--- src/sv/buddy_page_allocator_assert.svh ---
// assertion macros for the buddy page allocator
`ifndef BUDDY_PAGE_ALLOCATOR_ASSERT_SVH
`define BUDDY_PAGE_ALLOCATOR_ASSERT_SVH
`ifndef SYNTHESIS
`define BPA_ASSERT_IMPLY(label, clk, rst_n, ante, cons) \
    label: assert property (@(posedge clk) disable iff (!rst_n) (ante) |-> (cons)) \
        else $error("buddy allocator check failed");
`define BPA_ASSERT_NEXT(label, clk, rst_n, ante, cons) \
    label: assert property (@(posedge clk) disable iff (!rst_n) (ante) |=> (cons)) \
        else $error("buddy allocator check failed");
`else
`define BPA_ASSERT_IMPLY(label, clk, rst_n, ante, cons)
`define BPA_ASSERT_NEXT(label, clk, rst_n, ante, cons)
`endif
`endif

--- src/sv/bpa_ram.sv ---
// generic single write port ram with registered read
`default_nettype none
module bpa_ram #(
    parameter int WIDTH = 8,
    parameter int DEPTH = 16
) (
    input  wire logic                     i_clk,
    input  wire logic                     i_we,
    input  wire logic [$clog2(DEPTH)-1:0] i_waddr,
    input  wire logic [WIDTH-1:0]         i_wdata,
    input  wire logic [$clog2(DEPTH)-1:0] i_raddr,
    output logic      [WIDTH-1:0]         o_rdata
);
    logic [WIDTH-1:0] r_mem [DEPTH];

    always_ff @(posedge i_clk) begin
        if (i_we) begin
            r_mem[i_waddr] <= i_wdata;
        end
        o_rdata <= r_mem[i_raddr];
    end
endmodule
`default_nettype wire

--- config.mk ---
export PLATFORM = sky130hd
export DESIGN_NAME = bpa_ram
export DESIGN_NICKNAME = d
export VERILOG_FILES = /design/src/sv/buddy_page_allocator_assert.svh /design/src/sv/bpa_ram.sv
export SDC_FILE = /design/constraint.sdc
export NUM_CORES = 1
export LEC_CHECK = 0
export ABC_AREA = 1
export BUFFER_PORTS_ARGS = -buffer_cell sky130_fd_sc_hd__buf_4
export CELL_PAD_IN_SITES_DETAIL_PLACEMENT = 0
export CELL_PAD_IN_SITES_GLOBAL_PLACEMENT = 1
export CORE_ASPECT_RATIO = 1.1
export CORE_UTILIZATION = 55
export CTS_BUF_LIST = sky130_fd_sc_hd__clkbuf_2
export DETAILED_ROUTE_END_ITERATION = 16
export PLACE_DENSITY = 0.95
export SYNTH_ARGS = -nofsm -noshare
export SYNTH_HDL_FRONTEND = slang
export SYNTH_SLANG_ARGS = --single-unit
export TNS_END_PERCENT = 30
--- constraint.sdc ---
create_clock -name i_clk -period 2.5 [get_ports i_clk]
set_clock_uncertainty 0.05 [all_clocks]
set_input_delay 0.125 -clock i_clk [delete_from_list [all_inputs] [get_ports i_clk]]
set_output_delay 0.125 -clock i_clk [all_outputs]
set_load 0.005 [all_outputs]
==> impl_summary.md <==
Synthesis
The register bit count reported by yosys is 136. Synthesis instantiated 12 different standard cells from the library. Of the synthesized area, sequential elements account for 0.694. Counting every net in the synthesized netlist gives 569. The post-synthesis cell count is 551. After synthesis the cells add up to 5770 um2. The number of warnings reported in the yosys synthesis log is 0.

The mean cell area of the mapped netlist is 10.5 um2.

Timing
The routed design could run at a clock period as short as 2.44 ns. The setup violation total in the final timing report is 0. The max-slew violation count was 0. In this run the tightest slew margin relative to its limit is 0.436. The number of failing hold endpoints at the final stage was 0. For the pin with the worst max-slew slack, the measured transition is 0.843 ns.

The highest attainable clock frequency is 410 MHz. Of the available clock period, the critical path in the final layout requires 0.975. The sum of negative setup slack is 0 ns. Setup repair after global routing left no endpoint under its margin.

Detailed routing
The number of iterations in the first detailed-routing pass is 5. The detailed router finished its first iteration with 281 violations. The routed via count is 3,887. Wires add up to 11.9 mm. In the routed design, unresolved DRC markers number 0. The count of nets left with antenna violations once routing finished came out at 0. The number of vias per cell is 5.14. Dividing the detail-routed wire length by the instance count gives 15.8 um.

Power
The power per unit of standard cell area is 615 nW/um2. IR analysis of the VDD net gives a maximum drop of 0.387 mV. In this run the static leakage power is 2.80 nW.

The total power is 3.97 mW.

Global route
Entering global routing, the biggest net connects 65 pins. The global route total overflow is 0. The first global-routing pass estimated 18.9 mm of wire.

The number of global-route vias before repair was 3,709. The global-route usage over all layers is 0.240. The initial antenna violation count is 0.

Floorplan
26 I/O pins were placed. The number of rows in the core area is 38. The initial utilization of the core area, before any placement, comes to 0.575. The die is 99.6 um wide. Measured along the y axis, the die boundary spans 109 um. The floorplan step defined a die boundary enclosing 10,900 um2. The total core area is 10,000 um2.

Clock network
The buffer type at the clock tree root is sky130_fd_sc_hd__clkbuf_2. The clock transition at the registers of the reported paths is 0.18 ns. The number of sinks on the clock net is 136. Buffers inserted during clock tree synthesis total 17. The post-CTS repair timing setup buffer count is 0. The quantity of hold-fixing buffers added after cts is 22. The total number of H-tree levels is 4. The number of resized instances in the post-cts repair step is 0. For the worst-skew pair, the clock arrives at the later sink with an insertion delay of 0.66 ns. The number of buffers on the longest clock path is 2. TritonCTS built the clock tree.

Cells and area
The leading cell type in the layout, fill and taps excluded is sky130_fd_sc_hd__nand2_1. Summing all multi-input logic gate instances after layout gives 1210 um2. The sequential cell area is 4000 um2. The count of nets after finishing is 621.

The number of antenna diodes in the final layout is 0. Relative to the synthesized area, the layout overhead comes to 11.7%. Fill cells in the final layout number 799. In the final layout, the share of cells above drive strength 1 is 0.104. The top cell types in the final layout, fill and taps aside, are sky130_fd_sc_hd__nand2_1 (173), sky130_fd_sc_hd__edfxtp_1 (128), sky130_fd_sc_hd__inv_1 (100).

Leaving out filler cells and counting taps, the final layout contains 756.

Place
The global placer's final weighted congestion is 0.795. Summed over all nets, the half-perimeter wirelength after detailed placement is 7.00 mm. The number of instances in the placed design is 702. The count of buffers added on input and output ports is 25.

Worst setup path
The endpoint required time on the critical path is 3.06 ns. The setup path with the least slack is of type in -> reg. The worst setup path is launched from a primary input.

The startpoint of the most critical setup path is i_raddr[1]. The kind of end point of the critical path is a flip-flop. In this run the critical register-to-register path is launched from r_mem[13][6].

The highest fanout seen on the critical path is 33. The data arrival at the endpoint of the critical path is 3.00 ns.

Min path
The hold path startpoint is i_wdata[4]. The path category of the worst min-delay check is in -> reg.

Run
The number of maximum-capacitance violations is 0.

Status
The run finished with clean final reports.
==> cell usage after synthesis (all sizes together) <==
cell type | number | area [um2]
nand2 | 173 | 649
edfxtp | 128 | 3840
inv | 102 | 383
nand3 | 97 | 485
buf | 24 | 166
nor2 | 17 | 63.8
dfxtp | 8 | 160
nand3b | 2 | 15.0
==> per-layer routing <==
layer	global-route usage	part of all wire	up-vias
met1	0.298	0.40	1836
met3	0.0591	0.073	16
met5	0	0	-
met2	0.411	0.51	156
li1	-	-	1879
met4	0.0861	0.014	0
==> flip-flops by register name, summed over array words and instances, names as in the netlist <==
name,count
r_mem,128
o_rdata,8
==> where the power goes <==
part / switching, mW / internal [mW] / total, mW
logic: 0.207 / 0.123 / 0.330
clock network: 0.730 / 0.347 / 1.08
registers: 0.0135 / 2.54 / 2.56
==> cells by family after synthesis <==
family	Yosys count	share of synthesized area
AND/OR/NAND/NOR	289	0.210
flip-flops	136	0.694
buffers and inverters	126	0.0952
==> worst paths after layout <==
path | to | slack (ns) | cells after the start
max | o_rdata[6] | 0.06 | 9
min | r_mem[6][4] | 0.25 | 2
max reg2reg | o_rdata[6] | 0.41 | 8
min reg2reg | o_rdata[4] | 0.62 | 6
==> worst max-delay path, cell delays in order <==
cell                            delay, ns
sky130_fd_sc_hd__dlygate4sd3_1       0.54
sky130_fd_sc_hd__buf_4               0.27
sky130_fd_sc_hd__inv_2               0.52
sky130_fd_sc_hd__nand3_1             0.16
sky130_fd_sc_hd__nand3_1             0.12
sky130_fd_sc_hd__dlygate4sd3_1       0.56
sky130_fd_sc_hd__nand3_1             0.07
sky130_fd_sc_hd__dlygate4sd3_1       0.56
sky130_fd_sc_hd__nand2_1             0.06
==> metrics by stage <==
step / hold WS [ns] / utilization / setup WS (ns) / instance area [um2]
6_report: 0.249 / 0.642 / 0.0617 / 6440
5_1_grt: 0.195 / 0.642 / 0.0255 / 6440
4_1_cts: 0.198 / 0.642 / 0.176 / 6440
3_5_place_dp: 0.398 / 0.602 / 0.929 / 6040
3_3_place_gp: 0.393 / 0.602 / 0.945 / 6040
2_1_floorplan: 0.174 / - / 1.37 / 5770
==> area by class of cell <==
class | count | area share
timing repair buffer | 57 | 0.0750
tap | 140 | 0.0272
inverter | 102 | 0.0594
clock inverter | 12 | 0.0132
clock buffer | 20 | 0.0155
sequential | 136 | 0.621
multi-input combinational | 289 | 0.188
Note: power is estimated with default switching activity, not from simulation.
